File: config.mk
export PLATFORM = sky130hd
export DESIGN_NAME = sorted_two_list_merge_core
export DESIGN_NICKNAME = d
export VERILOG_FILES = /design/src/hw/rtl/stlm_pkg.sv /design/src/hw/rtl/sorted_two_list_merge_core.sv /design/src/hw/rtl/stlm_ram.sv /design/src/hw/rtl/stlm_ctrl.sv /design/src/hw/rtl/stlm_datapath.sv
export SDC_FILE = /design/constraint.sdc
export NUM_CORES = 1
export LEC_CHECK = 0
export BUFFER_PORTS_ARGS = -buffer_cell sky130_fd_sc_hd__buf_2
export CORE_AREA = 2 2 302 304
export CTS_CLUSTER_SIZE = 14
export DETAILED_ROUTE_END_ITERATION = 8
export DIE_AREA = 0 0 304 306
export MAX_ROUTING_LAYER = met4
export PLACE_DENSITY_LB_ADDON = 0.1
export SYNTH_ARGS = -nofsm -noshare
export SYNTH_HDL_FRONTEND = slang
export SYNTH_HIERARCHICAL = 1
export SYNTH_SLANG_ARGS = --single-unit
File: constraint.sdc
create_clock -name clock -period 8.67 [get_ports clock]
set_input_delay 1.3005 -clock clock [delete_from_list [all_inputs] [get_ports clock]]
set_output_delay 1.3005 -clock clock [all_outputs]
set_load 0.05 [all_outputs]
File: src/hw/rtl/stlm_pkg.sv
// sorted two-list merge: shared constants, types and helper functions
// used by the controller, datapath and top level; no dependencies
`default_nettype none

package stlm_pkg;

   localparam int QUEUE_DEPTH = 16;
   localparam int VALUE_WIDTH = 32;
   localparam int FIELD_WIDTH = 32;
   localparam int PTR_WIDTH   = (QUEUE_DEPTH > 1) ? $clog2(QUEUE_DEPTH) : 1;
   localparam int CNT_WIDTH   = $clog2(QUEUE_DEPTH + 1);

   typedef logic [PTR_WIDTH-1:0]          ptr_type;
   typedef logic [CNT_WIDTH-1:0]          cnt_type;
   typedef logic signed [VALUE_WIDTH-1:0] elem_type;
   typedef logic signed [FIELD_WIDTH-1:0] field_type;

   typedef enum logic [1:0] {
      ST_ELEMENT    = 2'd0,
      ST_DROPPED    = 2'd1,
      ST_AFTER_END  = 2'd2,
      ST_BOTH_EMPTY = 2'd3
   } status_type;

   // controller to datapath
   typedef struct packed {
      logic accept;
      logic send_status;
      logic emit;
      logic send_close;
   } cmd_type;

   // datapath to controller
   typedef struct packed {
      logic out_free;
      logic has_pend;
      logic can_emit;
      logic close;
      logic more_after_pop;
   } sts_type;

   function automatic ptr_type next_ptr(input ptr_type p);
      ptr_type r;
      if (p == ptr_type'(QUEUE_DEPTH - 1)) begin
         r = '0;
      end else begin
         r = p + ptr_type'(1);
      end
      return r;
   endfunction

endpackage

`default_nettype wire

File: src/hw/rtl/sorted_two_list_merge_core.sv
// sorted two-list merge top level: controller plus datapath
// a transfer is taken in the idle state; its results are registered from the status state,
//    from the emit state after each queue ram read (compare and pop), and from the close state
//    for a closing status; only one item is in work at a time, and output stalls hold these states
// reset: synchronous, clears pointers, counts, end bits, controller and output valid
// queue contents are not cleared; only occupied entries are ever used
`default_nettype none

module sorted_two_list_merge_core (
   input  wire logic                clock,
   input  wire logic                reset,
   input  wire logic                req_valid,
   output logic                     req_stall,
   input  wire logic                req_which_list,
   input  wire stlm_pkg::field_type req_value,
   input  wire logic                req_is_last,
   input  wire logic                req_only_end,
   output logic                     rsp_valid,
   input  wire logic                rsp_stall,
   output stlm_pkg::field_type      rsp_merged_value,
   output logic                     rsp_from_list,
   output logic [1:0]               rsp_status,
   output logic                     rsp_merge_done,
   output logic                     rsp_run_last
);

   stlm_pkg::cmd_type cmd;
   stlm_pkg::sts_type sts;

   stlm_ctrl u_ctrl (
      .clock     (clock),
      .reset     (reset),
      .req_valid (req_valid),
      .req_stall (req_stall),
      .sts       (sts),
      .cmd       (cmd)
   );

   stlm_datapath u_datapath (
      .clock            (clock),
      .reset            (reset),
      .cmd              (cmd),
      .sts              (sts),
      .req_which_list   (req_which_list),
      .req_value        (req_value),
      .req_is_last      (req_is_last),
      .req_only_end     (req_only_end),
      .rsp_valid        (rsp_valid),
      .rsp_stall        (rsp_stall),
      .rsp_merged_value (rsp_merged_value),
      .rsp_from_list    (rsp_from_list),
      .rsp_status       (rsp_status),
      .rsp_merge_done   (rsp_merge_done),
      .rsp_run_last     (rsp_run_last)
   );

   a_done_is_last: assert property (@(posedge clock) disable iff (reset)
      rsp_valid && rsp_merge_done |-> rsp_run_last)
      else $error("merge done without run end");

   a_status_zero: assert property (@(posedge clock) disable iff (reset)
      rsp_valid && (rsp_status != stlm_pkg::ST_ELEMENT)
      |-> (rsp_merged_value == '0) && !rsp_from_list)
      else $error("status result carries element data");

   a_emit_allowed: assert property (@(posedge clock) disable iff (reset)
      cmd.emit |-> sts.can_emit && sts.out_free)
      else $error("pop without an eligible head");

   a_one_item: assert property (@(posedge clock) disable iff (reset)
      req_valid && !req_stall |=> req_stall)
      else $error("second transfer taken while item in work");

endmodule

`default_nettype wire

File: src/hw/rtl/stlm_ram.sv
// generic single-write, single-read ram with registered read data
// no dependencies
`default_nettype none

module stlm_ram #(
   parameter int WIDTH = 32,
   parameter int DEPTH = 16
) (
   input  wire logic                                      clock,
   input  wire logic                                      wr_en,
   input  wire logic [((DEPTH > 1) ? $clog2(DEPTH) : 1)-1:0] wr_addr,
   input  wire logic [WIDTH-1:0]                          wr_data,
   input  wire logic [((DEPTH > 1) ? $clog2(DEPTH) : 1)-1:0] rd_addr,
   output logic      [WIDTH-1:0]                          rd_data
);

   logic [WIDTH-1:0] mem_ff [DEPTH];

   always_ff @(posedge clock) begin
      if (wr_en) begin
         mem_ff[wr_addr] <= wr_data;
      end
      rd_data <= mem_ff[rd_addr];
   end

endmodule

`default_nettype wire

File: src/hw/rtl/stlm_ctrl.sv
// sorted two-list merge controller state machine
// depends on stlm_pkg for command and status structs
`default_nettype none

module stlm_ctrl (
   input  wire logic              clock,
   input  wire logic              reset,
   input  wire logic              req_valid,
   output logic                   req_stall,
   input  wire stlm_pkg::sts_type sts,
   output stlm_pkg::cmd_type      cmd
);

   typedef enum logic [4:0] {
      S_IDLE   = 5'b00001,
      S_STATUS = 5'b00010,
      S_READ   = 5'b00100,
      S_EMIT   = 5'b01000,
      S_CLOSE  = 5'b10000
   } state_type;

   state_type state_ff;
   state_type state_in;

   always_comb begin
      state_in = state_ff;
      cmd      = '0;
      unique case (state_ff)
         S_IDLE: begin
            cmd.accept = req_valid;
            if (req_valid) begin
               state_in = S_STATUS;
            end
         end
         S_STATUS: begin
            if (!sts.has_pend || sts.out_free) begin
               cmd.send_status = sts.has_pend;
               priority if (sts.can_emit) begin
                  state_in = S_READ;
               end else if (sts.close) begin
                  state_in = S_CLOSE;
               end else begin
                  state_in = S_IDLE;
               end
            end
         end
         S_READ: begin
            state_in = S_EMIT;
         end
         S_EMIT: begin
            if (sts.out_free) begin
               cmd.emit = 1'b1;
               state_in = sts.more_after_pop ? S_READ : S_IDLE;
            end
         end
         S_CLOSE: begin
            if (sts.out_free) begin
               cmd.send_close = 1'b1;
               state_in       = S_IDLE;
            end
         end
         default: begin
            state_in = S_IDLE;
         end
      endcase
   end

   always_ff @(posedge clock) begin
      if (reset) begin
         state_ff <= S_IDLE;
      end else begin
         state_ff <= state_in;
      end
   end

   assign req_stall = (state_ff != S_IDLE);

endmodule

`default_nettype wire

File: src/hw/rtl/stlm_datapath.sv
// sorted two-list merge datapath: two queues, pointers, counts, end bits,
// head compare and output register; depends on stlm_pkg and stlm_ram
`default_nettype none

module stlm_datapath (
   input  wire logic                  clock,
   input  wire logic                  reset,
   input  wire stlm_pkg::cmd_type     cmd,
   output stlm_pkg::sts_type          sts,
   input  wire logic                  req_which_list,
   input  wire stlm_pkg::field_type   req_value,
   input  wire logic                  req_is_last,
   input  wire logic                  req_only_end,
   output logic                       rsp_valid,
   input  wire logic                  rsp_stall,
   output stlm_pkg::field_type        rsp_merged_value,
   output logic                       rsp_from_list,
   output logic [1:0]                 rsp_status,
   output logic                       rsp_merge_done,
   output logic                       rsp_run_last
);

   stlm_pkg::ptr_type    rd_ff [2];
   stlm_pkg::ptr_type    rd_in [2];
   stlm_pkg::ptr_type    wr_ff [2];
   stlm_pkg::ptr_type    wr_in [2];
   stlm_pkg::cnt_type    cnt_ff [2];
   stlm_pkg::cnt_type    cnt_in [2];
   logic [1:0]           ended_ff;
   logic [1:0]           ended_in;
   stlm_pkg::status_type pend_ff;
   stlm_pkg::status_type pend_in;

   logic                 out_valid_ff;
   logic                 out_valid_in;
   stlm_pkg::field_type  out_value_ff;
   stlm_pkg::field_type  out_value_in;
   logic                 out_from_ff;
   logic                 out_from_in;
   stlm_pkg::status_type out_status_ff;
   stlm_pkg::status_type out_status_in;
   logic                 out_done_ff;
   logic                 out_done_in;
   logic                 out_last_ff;
   logic                 out_last_in;

   logic [1:0]           wr_en;
   stlm_pkg::elem_type   wr_data;
   stlm_pkg::elem_type   head [2];

   logic                 has_a;
   logic                 has_b;
   logic                 src;
   logic                 after_a;
   logic                 after_b;
   logic                 can_emit;
   logic                 close;
   logic                 more_after_pop;
   logic                 out_free;
   logic                 list_full;

   assign wr_data   = stlm_pkg::elem_type'(req_value);
   assign list_full = (cnt_ff[req_which_list] == stlm_pkg::cnt_type'(stlm_pkg::QUEUE_DEPTH));

   assign wr_en[0] = cmd.accept && !req_which_list && !ended_ff[0] && !req_only_end
                     && !list_full;
   assign wr_en[1] = cmd.accept && req_which_list && !ended_ff[1] && !req_only_end
                     && !list_full;

   stlm_ram #(
      .WIDTH (stlm_pkg::VALUE_WIDTH),
      .DEPTH (stlm_pkg::QUEUE_DEPTH)
   ) u_first_queue (
      .clock   (clock),
      .wr_en   (wr_en[0]),
      .wr_addr (wr_ff[0]),
      .wr_data (wr_data),
      .rd_addr (rd_ff[0]),
      .rd_data (head[0])
   );

   stlm_ram #(
      .WIDTH (stlm_pkg::VALUE_WIDTH),
      .DEPTH (stlm_pkg::QUEUE_DEPTH)
   ) u_second_queue (
      .clock   (clock),
      .wr_en   (wr_en[1]),
      .wr_addr (wr_ff[1]),
      .wr_data (wr_data),
      .rd_addr (rd_ff[1]),
      .rd_data (head[1])
   );

   assign has_a    = (cnt_ff[0] != '0);
   assign has_b    = (cnt_ff[1] != '0);
   assign can_emit = (has_a && has_b) || (has_a && ended_ff[1]) || (has_b && ended_ff[0]);
   assign close    = (ended_ff == 2'b11);
   assign out_free = !out_valid_ff || !rsp_stall;

   // tie goes to the second list
   always_comb begin
      priority if (has_a && has_b) begin
         src = !(head[0] < head[1]);
      end else if (has_a && ended_ff[1]) begin
         src = 1'b0;
      end else begin
         src = 1'b1;
      end
   end

   assign after_a        = src ? has_a : (cnt_ff[0] > stlm_pkg::cnt_type'(1));
   assign after_b        = src ? (cnt_ff[1] > stlm_pkg::cnt_type'(1)) : has_b;
   assign more_after_pop = (after_a && after_b) || (after_a && ended_ff[1])
                           || (after_b && ended_ff[0]);

   assign sts.out_free       = out_free;
   assign sts.has_pend       = (pend_ff != stlm_pkg::ST_ELEMENT);
   assign sts.can_emit       = can_emit;
   assign sts.close          = close;
   assign sts.more_after_pop = more_after_pop;

   always_comb begin
      rd_in         = rd_ff;
      wr_in         = wr_ff;
      cnt_in        = cnt_ff;
      ended_in      = ended_ff;
      pend_in       = pend_ff;
      out_valid_in  = out_valid_ff && rsp_stall;
      out_value_in  = out_value_ff;
      out_from_in   = out_from_ff;
      out_status_in = out_status_ff;
      out_done_in   = out_done_ff;
      out_last_in   = out_last_ff;

      if (cmd.accept) begin
         pend_in = stlm_pkg::ST_ELEMENT;
         priority if (ended_ff[req_which_list]) begin
            pend_in = stlm_pkg::ST_AFTER_END;
         end else if (req_only_end) begin
            ended_in[req_which_list] = 1'b1;
         end else begin
            if (list_full) begin
               pend_in = stlm_pkg::ST_DROPPED;
            end else begin
               wr_in[req_which_list]  = stlm_pkg::next_ptr(wr_ff[req_which_list]);
               cnt_in[req_which_list] = cnt_ff[req_which_list] + stlm_pkg::cnt_type'(1);
            end
            if (req_is_last) begin
               ended_in[req_which_list] = 1'b1;
            end
         end
      end

      if (cmd.send_status) begin
         pend_in       = stlm_pkg::ST_ELEMENT;
         out_valid_in  = 1'b1;
         out_value_in  = '0;
         out_from_in   = 1'b0;
         out_status_in = pend_ff;
         out_done_in   = 1'b0;
         out_last_in   = !can_emit && !close;
      end

      if (cmd.emit) begin
         out_valid_in  = 1'b1;
         out_value_in  = stlm_pkg::field_type'(head[src]);
         out_from_in   = src;
         out_status_in = stlm_pkg::ST_ELEMENT;
         out_done_in   = !more_after_pop && close;
         out_last_in   = !more_after_pop;
         rd_in[src]    = stlm_pkg::next_ptr(rd_ff[src]);
         cnt_in[src]   = cnt_ff[src] - stlm_pkg::cnt_type'(1);
         if (!more_after_pop && close) begin
            rd_in    = '{default: '0};
            wr_in    = '{default: '0};
            cnt_in   = '{default: '0};
            ended_in = '0;
         end
      end

      if (cmd.send_close) begin
         out_valid_in  = 1'b1;
         out_value_in  = '0;
         out_from_in   = 1'b0;
         out_status_in = stlm_pkg::ST_BOTH_EMPTY;
         out_done_in   = 1'b1;
         out_last_in   = 1'b1;
         rd_in         = '{default: '0};
         wr_in         = '{default: '0};
         cnt_in        = '{default: '0};
         ended_in      = '0;
      end
   end

   always_ff @(posedge clock) begin
      if (reset) begin
         rd_ff        <= '{default: '0};
         wr_ff        <= '{default: '0};
         cnt_ff       <= '{default: '0};
         ended_ff     <= '0;
         pend_ff      <= stlm_pkg::ST_ELEMENT;
         out_valid_ff <= 1'b0;
      end else begin
         rd_ff        <= rd_in;
         wr_ff        <= wr_in;
         cnt_ff       <= cnt_in;
         ended_ff     <= ended_in;
         pend_ff      <= pend_in;
         out_valid_ff <= out_valid_in;
      end
   end

   always_ff @(posedge clock) begin
      out_value_ff  <= out_value_in;
      out_from_ff   <= out_from_in;
      out_status_ff <= out_status_in;
      out_done_ff   <= out_done_in;
      out_last_ff   <= out_last_in;
   end

   assign rsp_valid        = out_valid_ff;
   assign rsp_merged_value = out_value_ff;
   assign rsp_from_list    = out_from_ff;
   assign rsp_status       = out_status_ff;
   assign rsp_merge_done   = out_done_ff;
   assign rsp_run_last     = out_last_ff;

endmodule

`default_nettype wire

==> results of run 1 <==
layer usage:
layer / GRT usage / routed length, µm / vias to the layer above
li1: - / - / 9526
met5: - / 0 / -
met1: 0.326 / 45400 / 11700
met3: 0.0398 / 6220 / 139
met2: 0.351 / 48900 / 691
met4: 0.0634 / 2420 / 0
worst max-delay path, stage by stage (launching register included):
cell     delay, ps
dfxtp_1        390
or3_4          430
nor3b_2        270
inv_1          100
nor2_1         330
or3b_2         520
nor3_1         160
buf_4          280
or3b_2         590
nor2_4         900
final cells by class:
cell class | instances | area [µm²] | area share
well taps | 1176 | 1470 | 0.0293
multi-input cells | 955 | 10600 | 0.212
repair buffers | 107 | 623 | 0.0124
inverters | 45 | 169 | 0.00337
clock buffers | 164 | 3240 | 0.0646
clock inverters | 57 | 515 | 0.0103
flip-flops and latches | 1161 | 33500 | 0.668
diodes | 1 | 2.50 | 0.0000499
registers in the layout, summed over array words and instances (netlist names):
name / flops
u_datapath/cnt_ff: 10
u_datapath/rsp_status: 2
u_datapath/rsp_merged_value: 32
u_datapath/u_first_queue/rd_data: 32
u_datapath/rd_ff: 8
u_datapath/ended_ff: 2
u_datapath/rsp_merge_done: 1
u_datapath/u_second_queue/mem_ff: 512
u_datapath/u_first_queue/mem_ff: 512
u_datapath/wr_ff: 8
u_datapath/rsp_valid: 1
u_datapath/pend_ff: 2
u_datapath/rsp_from_list: 1
u_datapath/rsp_run_last: 1
u_datapath/u_second_queue/rd_data: 32
u_ctrl/state_ff: 5
through the flow:
stage / cell area (µm²) / utilization
after floorplan: 44600 / -
after global placement: 46400 / 0.518
after detailed placement: 46400 / 0.518
after CTS: 50200 / 0.560
after global routing: 50200 / 0.560
final: 50200 / 0.560
power by group:
group	internal (W)	total (W)	switching (W)
registers	0.00611	0.00613	0.0000222
logic	0.0000629	0.000257	0.000194
clock network	0.00284	0.00491	0.00206
total	0.00902	0.0113	0.00228
final timing paths:
kind	endpoint	cells past startpoint	slack, ps
setup / recovery	u_datapath/u_first_queue/mem_ff[2][14]	9	4270
hold / removal	u_datapath/rsp_merge_done	2	470
setup reg to reg	u_datapath/u_first_queue/mem_ff[2][14]	9	4270
hold reg to reg	u_datapath/rsp_merge_done	2	470
cells by family after synthesis:
group | after synthesis
AOI/OAI and AO/OA | 268
xor gates and xnor gates | 15
adders and majority gates | 36
buffers and inverters | 172
DFF | 1161
muxes | 304
and+or+nand+nor | 332
cells in the mapped netlist, drive strengths merged, types with 5 or more instances:
master	count
nand2	117
ha	36
nand4	6
xnor2	5
inv	45
nand3	15
dfxtp	137
a31oi	6
and3	5
mux2i	14
nor3	19
a211oi	9
nand2b	9
mux2	34
edfxtp	1024
xor2	10
o21ai	24
nand3b	5
nor3b	31
a21oi	62
nor2	97
mux4	256
nor2b	7
clkbuf	59
a22oi	128
buf	68
placed cells by master (no fill, tap or decap), types with 4 or more instances in the layout:
cell / instances
clkinv_2: 22
clkbuf_1: 37
ha_1: 36
nor2_2: 10
nor3_1: 9
o21ai_0: 20
nand2_1: 117
nor2_4: 27
clkbuf_16: 121
inv_1: 45
nand3b_1: 5
dfxtp_4: 4
mux4_2: 256
buf_2: 77
nor2_1: 60
o32ai_1: 4
nor3b_1: 30
nand2b_1: 8
clkinv_1: 17
nand3_1: 15
mux2i_1: 14
clkbuf_8: 5
buf_4: 29
nand4_1: 6
a31oi_1: 6
xor2_1: 10
clkinvlp_4: 4
a21oi_1: 61
xnor2_1: 5
a211oi_1: 8
dfxtp_1: 133
a22oi_1: 128
mux2_2: 33
nor3_2: 10
bufinv_16: 8
edfxtp_1: 1024
nor2b_4: 4
==> impl_metrics.json, run 1 <==
{
  "outcome": "finished clean",
  "critPathKind": "reg2reg",
  "max_slew_margin": 0.165,
  "post-cts-setup-buffers": 0,
  "timing.final.crit_period_ps": 4400,
  "grt_pass1_vias": 22200,
  "power.leakage_nw": 16.0,
  "hold_buffers": 0,
  "setup_viol": 0,
  "synth_edf_count": 1024,
  "post-route-period-util": 0.507,
  "viasPerCell": 6.03,
  "cts_max_path_buffers": 3,
  "coreArea_um2": 89600,
  "synthTopCellsByArea": "edfxtp_1 (69%), mux4_2 (13%), dfxtp_1 (6.1%), a22oi_1 (2.2%), ha_1 (1.0%)",
  "ioPinCount": 78,
  "worst_pin_slew_ps": 1250,
  "syn_area_per_cell_um2": 19.5,
  "wl_per_cell_um": 28.1,
  "io_buffers": 77,
  "ant_nets": 0,
  "startpoint": "u_ctrl/state_ff[1]",
  "synth_ff_type": "edfxtp_1",
  "cts_buffers": 117,
  "fp.dieH_um": 306,
  "grt_max_degree": 97,
  "die_w_um": 304,
  "clk_latency_ps": 690,
  "synth_mux_area_frac": 0.141,
  "synthSimpleGateAreaFrac": 0.0363,
  "setup_ws_ps": 4270,
  "cap_violations": 0,
  "post-dp-hpwl_um": 60400,
  "vias": 22100,
  "drt_iter0_markers": 2165,
  "tns_ps": 0,
  "synth_top_area_frac": 0.689,
  "synth_top_area_cell": "edfxtp_1",
  "drive_above_1_share": 0.257,
  "firstDrtPassIters": 6,
  "die-area_um2": 93000,
  "dp_cells": 3444,
  "synth_warnings": 6,
  "final_hold_viol_count": 0,
  "cellPowerDensity_nw_per_um2": 225,
  "dp_slack_ps": 3660,
  "synth_cell_types": 76,
  "rsz0062_at_grt": "no",
  "critPathRequiredTime_ps": 8970,
  "cp-start-kind": "register",
  "cts_tree": "built",
  "synth_area_um2": 44600,
  "ys_seq_area_frac": 0.750,
  "hold_ws_ps": 470,
  "syn2layout_area_growth_pct": 12.4,
  "cts-root-buf": "clkbuf_16",
  "grt_pass1_wl_um": 152000,
  "slew_violations": 0,
  "finalNonFillerCells": 3666,
  "globalRouteOverflowTotal": 0,
  "peakVddDrop_uv": 164,
  "synth_top_family_by_area": "multiplexers",
  "rows": 110,
  "max_freq_ghz": 0.227,
  "fill_cells": 6775,
  "fin_nets": 2462,
  "antenna_found_initial": 0,
  "finalWirelength_um": 103000,
  "clk_pin_slew_ps": 60,
  "power.total_w": 0.0113,
  "cp_max_fo": 32,
  "hold_path_class": "reg2reg",
  "synthArstFlopShare": 0,
  "cp.arrival_ps": 4700,
  "synth_compound_area_frac": 0.0417,
  "netlist_instances": 2288,
  "globalplace.congestion": 0.840,
  "min_from": "u_datapath/rsp_merge_done",
  "htreeDepth": 3,
  "drc": 0,
  "syn_nets": 2363,
  "end_kind": "register",
  "ctsResizeCount": 0,
  "initial_core_util": 0.498,
  "reg2reg_from": "u_ctrl/state_ff[1]",
  "track_usage": 0.231,
  "synth-seq-cells": 1161,
  "synth_xor_area_frac": 0.00294,
  "synth-adder-area-share": 0.0101,
  "cts.sinks": 1161,
  "fin_skew_ps": 23.0
}
(Power assumes the default switching activity.)
==> run 2, diff against run 1 <==
==> constraint.sdc (replaced) <==
create_clock -name clock -period 4.3 [get_ports clock]
set_input_delay 0.645 -clock clock [delete_from_list [all_inputs] [get_ports clock]]
set_output_delay 0.645 -clock clock [all_outputs]
set_load 0.05 [all_outputs]
==> run 2 against run 1 <==
  * Fmax up 9.8%
  * First-iteration DRC count down 2.4%
  * Sequential cell count unchanged
  * Cell area up 1.6%
  * Wire length up 5.9%
  * Clock-buffer cell count down 2
  * Register-to-register slack worse by 4000 ps
  * Critical path type unchanged
  * Clock power up 100%
  * Clock skew down 11 ps
  * Largest cell class unchanged
  * Worst setup slack worse by 4000 ps
  * Critical path depth up 5
  * Combinational power up 92%
  * Critical endpoint is now u_ctrl/state_ff[0]
  * Highest routed layer unchanged
==> impl_metrics.json, run 2 (synthesis results as in run 1) <==
{
  "reg2reg_from": "u_datapath/u_second_queue/rd_data[7]",
  "power.leakage_nw": 16.4,
  "clk_latency_ps": 680,
  "die-area_um2": 93000,
  "viasPerCell": 6.07,
  "grt_pass1_vias": 23000,
  "max_slew_margin": 0.270,
  "crit-reg2reg-capture": "u_ctrl/state_ff[0]",
  "cp-start-kind": "register",
  "rows": 110,
  "final_hold_viol_count": 0,
  "cts_buffers": 114,
  "cellPowerDensity_nw_per_um2": 447,
  "power.total_w": 0.0228,
  "regToRegSetupSlack_ps": 300,
  "post-route-period-util": 0.931,
  "slew_violations": 0,
  "hold_ws_ps": 237,
  "io_buffers": 77,
  "comb_power_share": 0.022,
  "seq_power_share": 0.543,
  "coreArea_um2": 89600,
  "layout_common_cells": "edfxtp_1 (1024), mux4_2 (256), dfxtp_1 (133), a22oi_1 (128), clkbuf_16 (118)",
  "final_common_cell": "edfxtp_1",
  "fin_nets": 2531,
  "cts_tree": "built",
  "ctsResizeCount": 0,
  "switching_share": 0.197,
  "timing.final.crit_period_ps": 4000,
  "hold_path_class": "in2reg",
  "finalWirelength_um": 109000,
  "switchingPower_w": 0.00450,
  "worst_pin_slew_ps": 1100,
  "vias": 22700,
  "cts-root-buf": "clkbuf_16",
  "drc": 0,
  "final_util": 0.569,
  "die_w_um": 304,
  "setup_ws_ps": 296,
  "clk_pin_slew_ps": 60,
  "fp.dieH_um": 306,
  "cts_max_path_buffers": 3,
  "clkPwrFrac": 0.436,
  "htreeDepth": 3,
  "cap_violations": 0,
  "ioPinCount": 78,
  "grt_max_degree": 70,
  "post-dp-hpwl_um": 65000,
  "tns_ps": 0,
  "fill_cells": 6626,
  "syn2layout_area_growth_pct": 14.2,
  "wl_per_cell_um": 29.2,
  "fin_skew_ps": 11.7,
  "outcome": "finished clean",
  "cp.arrival_ps": 4570,
  "rsz0062_at_grt": "no",
  "globalRouteOverflowTotal": 0,
  "hold_buffers": 0,
  "startpoint": "u_datapath/u_second_queue/rd_data[7]",
  "setup_viol": 0,
  "p_int_w": 0.0183,
  "cts.sinks": 1161,
  "cp_max_fo": 4,
  "crit_end": "u_ctrl/state_ff[0]",
  "critPathRequiredTime_ps": 4870,
  "drive_above_1_share": 0.278,
  "reg2reg_depth": 14,
  "reg_top3": "u_datapath/u_first_queue/mem_ff (512), u_datapath/u_second_queue/mem_ff (512)",
  "post-cts-setup-buffers": 0,
  "dp_slack_ps": 391,
  "end_kind": "register",
  "initial_core_util": 0.498,
  "ant_nets": 0,
  "track_usage": 0.244,
  "grt_pass1_wl_um": 160000,
  "antenna_found_initial": 5,
  "drt_iter0_markers": 2114,
  "peakVddDrop_uv": 354,
  "firstDrtPassIters": 7,
  "critPathKind": "reg2reg",
  "max_freq_ghz": 0.250,
  "globalplace.congestion": 0.841
}
[run 2: per-layer routing]
| metal | vias to the layer above | track usage | routed length [µm] |
|---|---|---|---|
| met1 | 12100 | 0.350 | 48500 |
| li1 | 9660 | - | - |
| met4 | 0 | 0.0579 | 2130 |
| met5 | - | - | 0 |
| met2 | 777 | 0.374 | 51300 |
| met3 | 156 | 0.0377 | 7180 |
[run 2: worst max-delay path, stage by stage, from the launching register on]
cell	delay, ps
dfxtp_1	320
inv_1	40
ha_1	310
nand4_1	110
o311a_1	450
o41ai_2	680
a31oi_1	220
xor2_1	330
o21ba_1	240
o22ai_1	120
nand2_1	140
nand3b_1	100
a311o_1	320
a221o_1	310
a21bo_1	190
[run 2: power by group through the flow]
stage / logic [W] / registers (W) / clock network, W
detailed placement: 0.000496 / 0.0126 / 0
finish: 0.000493 / 0.0124 / 0.00993
floorplan: 0.000195 / 0.0126 / 0
global route: 0.000539 / 0.0124 / 0.0106
CTS: 0.000496 / 0.0124 / 0.0101
global placement: 0.000479 / 0.0126 / 0
[run 2: how the worst min path moves through the flow]
stage	from	to	cells past startpoint	slack (ps)
finish	req_valid	u_ctrl/state_ff[1]	3	240
global route	req_valid	u_ctrl/state_ff[1]	3	230
CTS	req_valid	u_ctrl/state_ff[1]	3	190
detailed placement	u_datapath/rsp_merged_value[26]	u_datapath/rsp_merged_value[26]	2	450
global placement	u_datapath/rsp_merged_value[16]	u_datapath/rsp_merged_value[16]	2	440
floorplan	u_datapath/pend_ff[0]	u_datapath/pend_ff[0]	2	450
[run 2: layout make-up]
class,instances,area [µm²],share of cell area
clock buffer,162,3210,0.0629
timing repair buffer,179,1390,0.0272
antenna,1,2.50,0.0000491
inverter,45,169,0.00331
multi-input combinational,955,10700,0.210
clock inverter,54,548,0.0107
tap,1176,1470,0.0289
sequential,1161,33500,0.657
[run 2: per-stage QoR]
stage,instances,area [µm²]
after floorplan,2288,44800
after global placement,3516,47200
after global routing,3732,51000
after detailed placement,3516,47200
after CTS,3732,51000
final,3733,51000
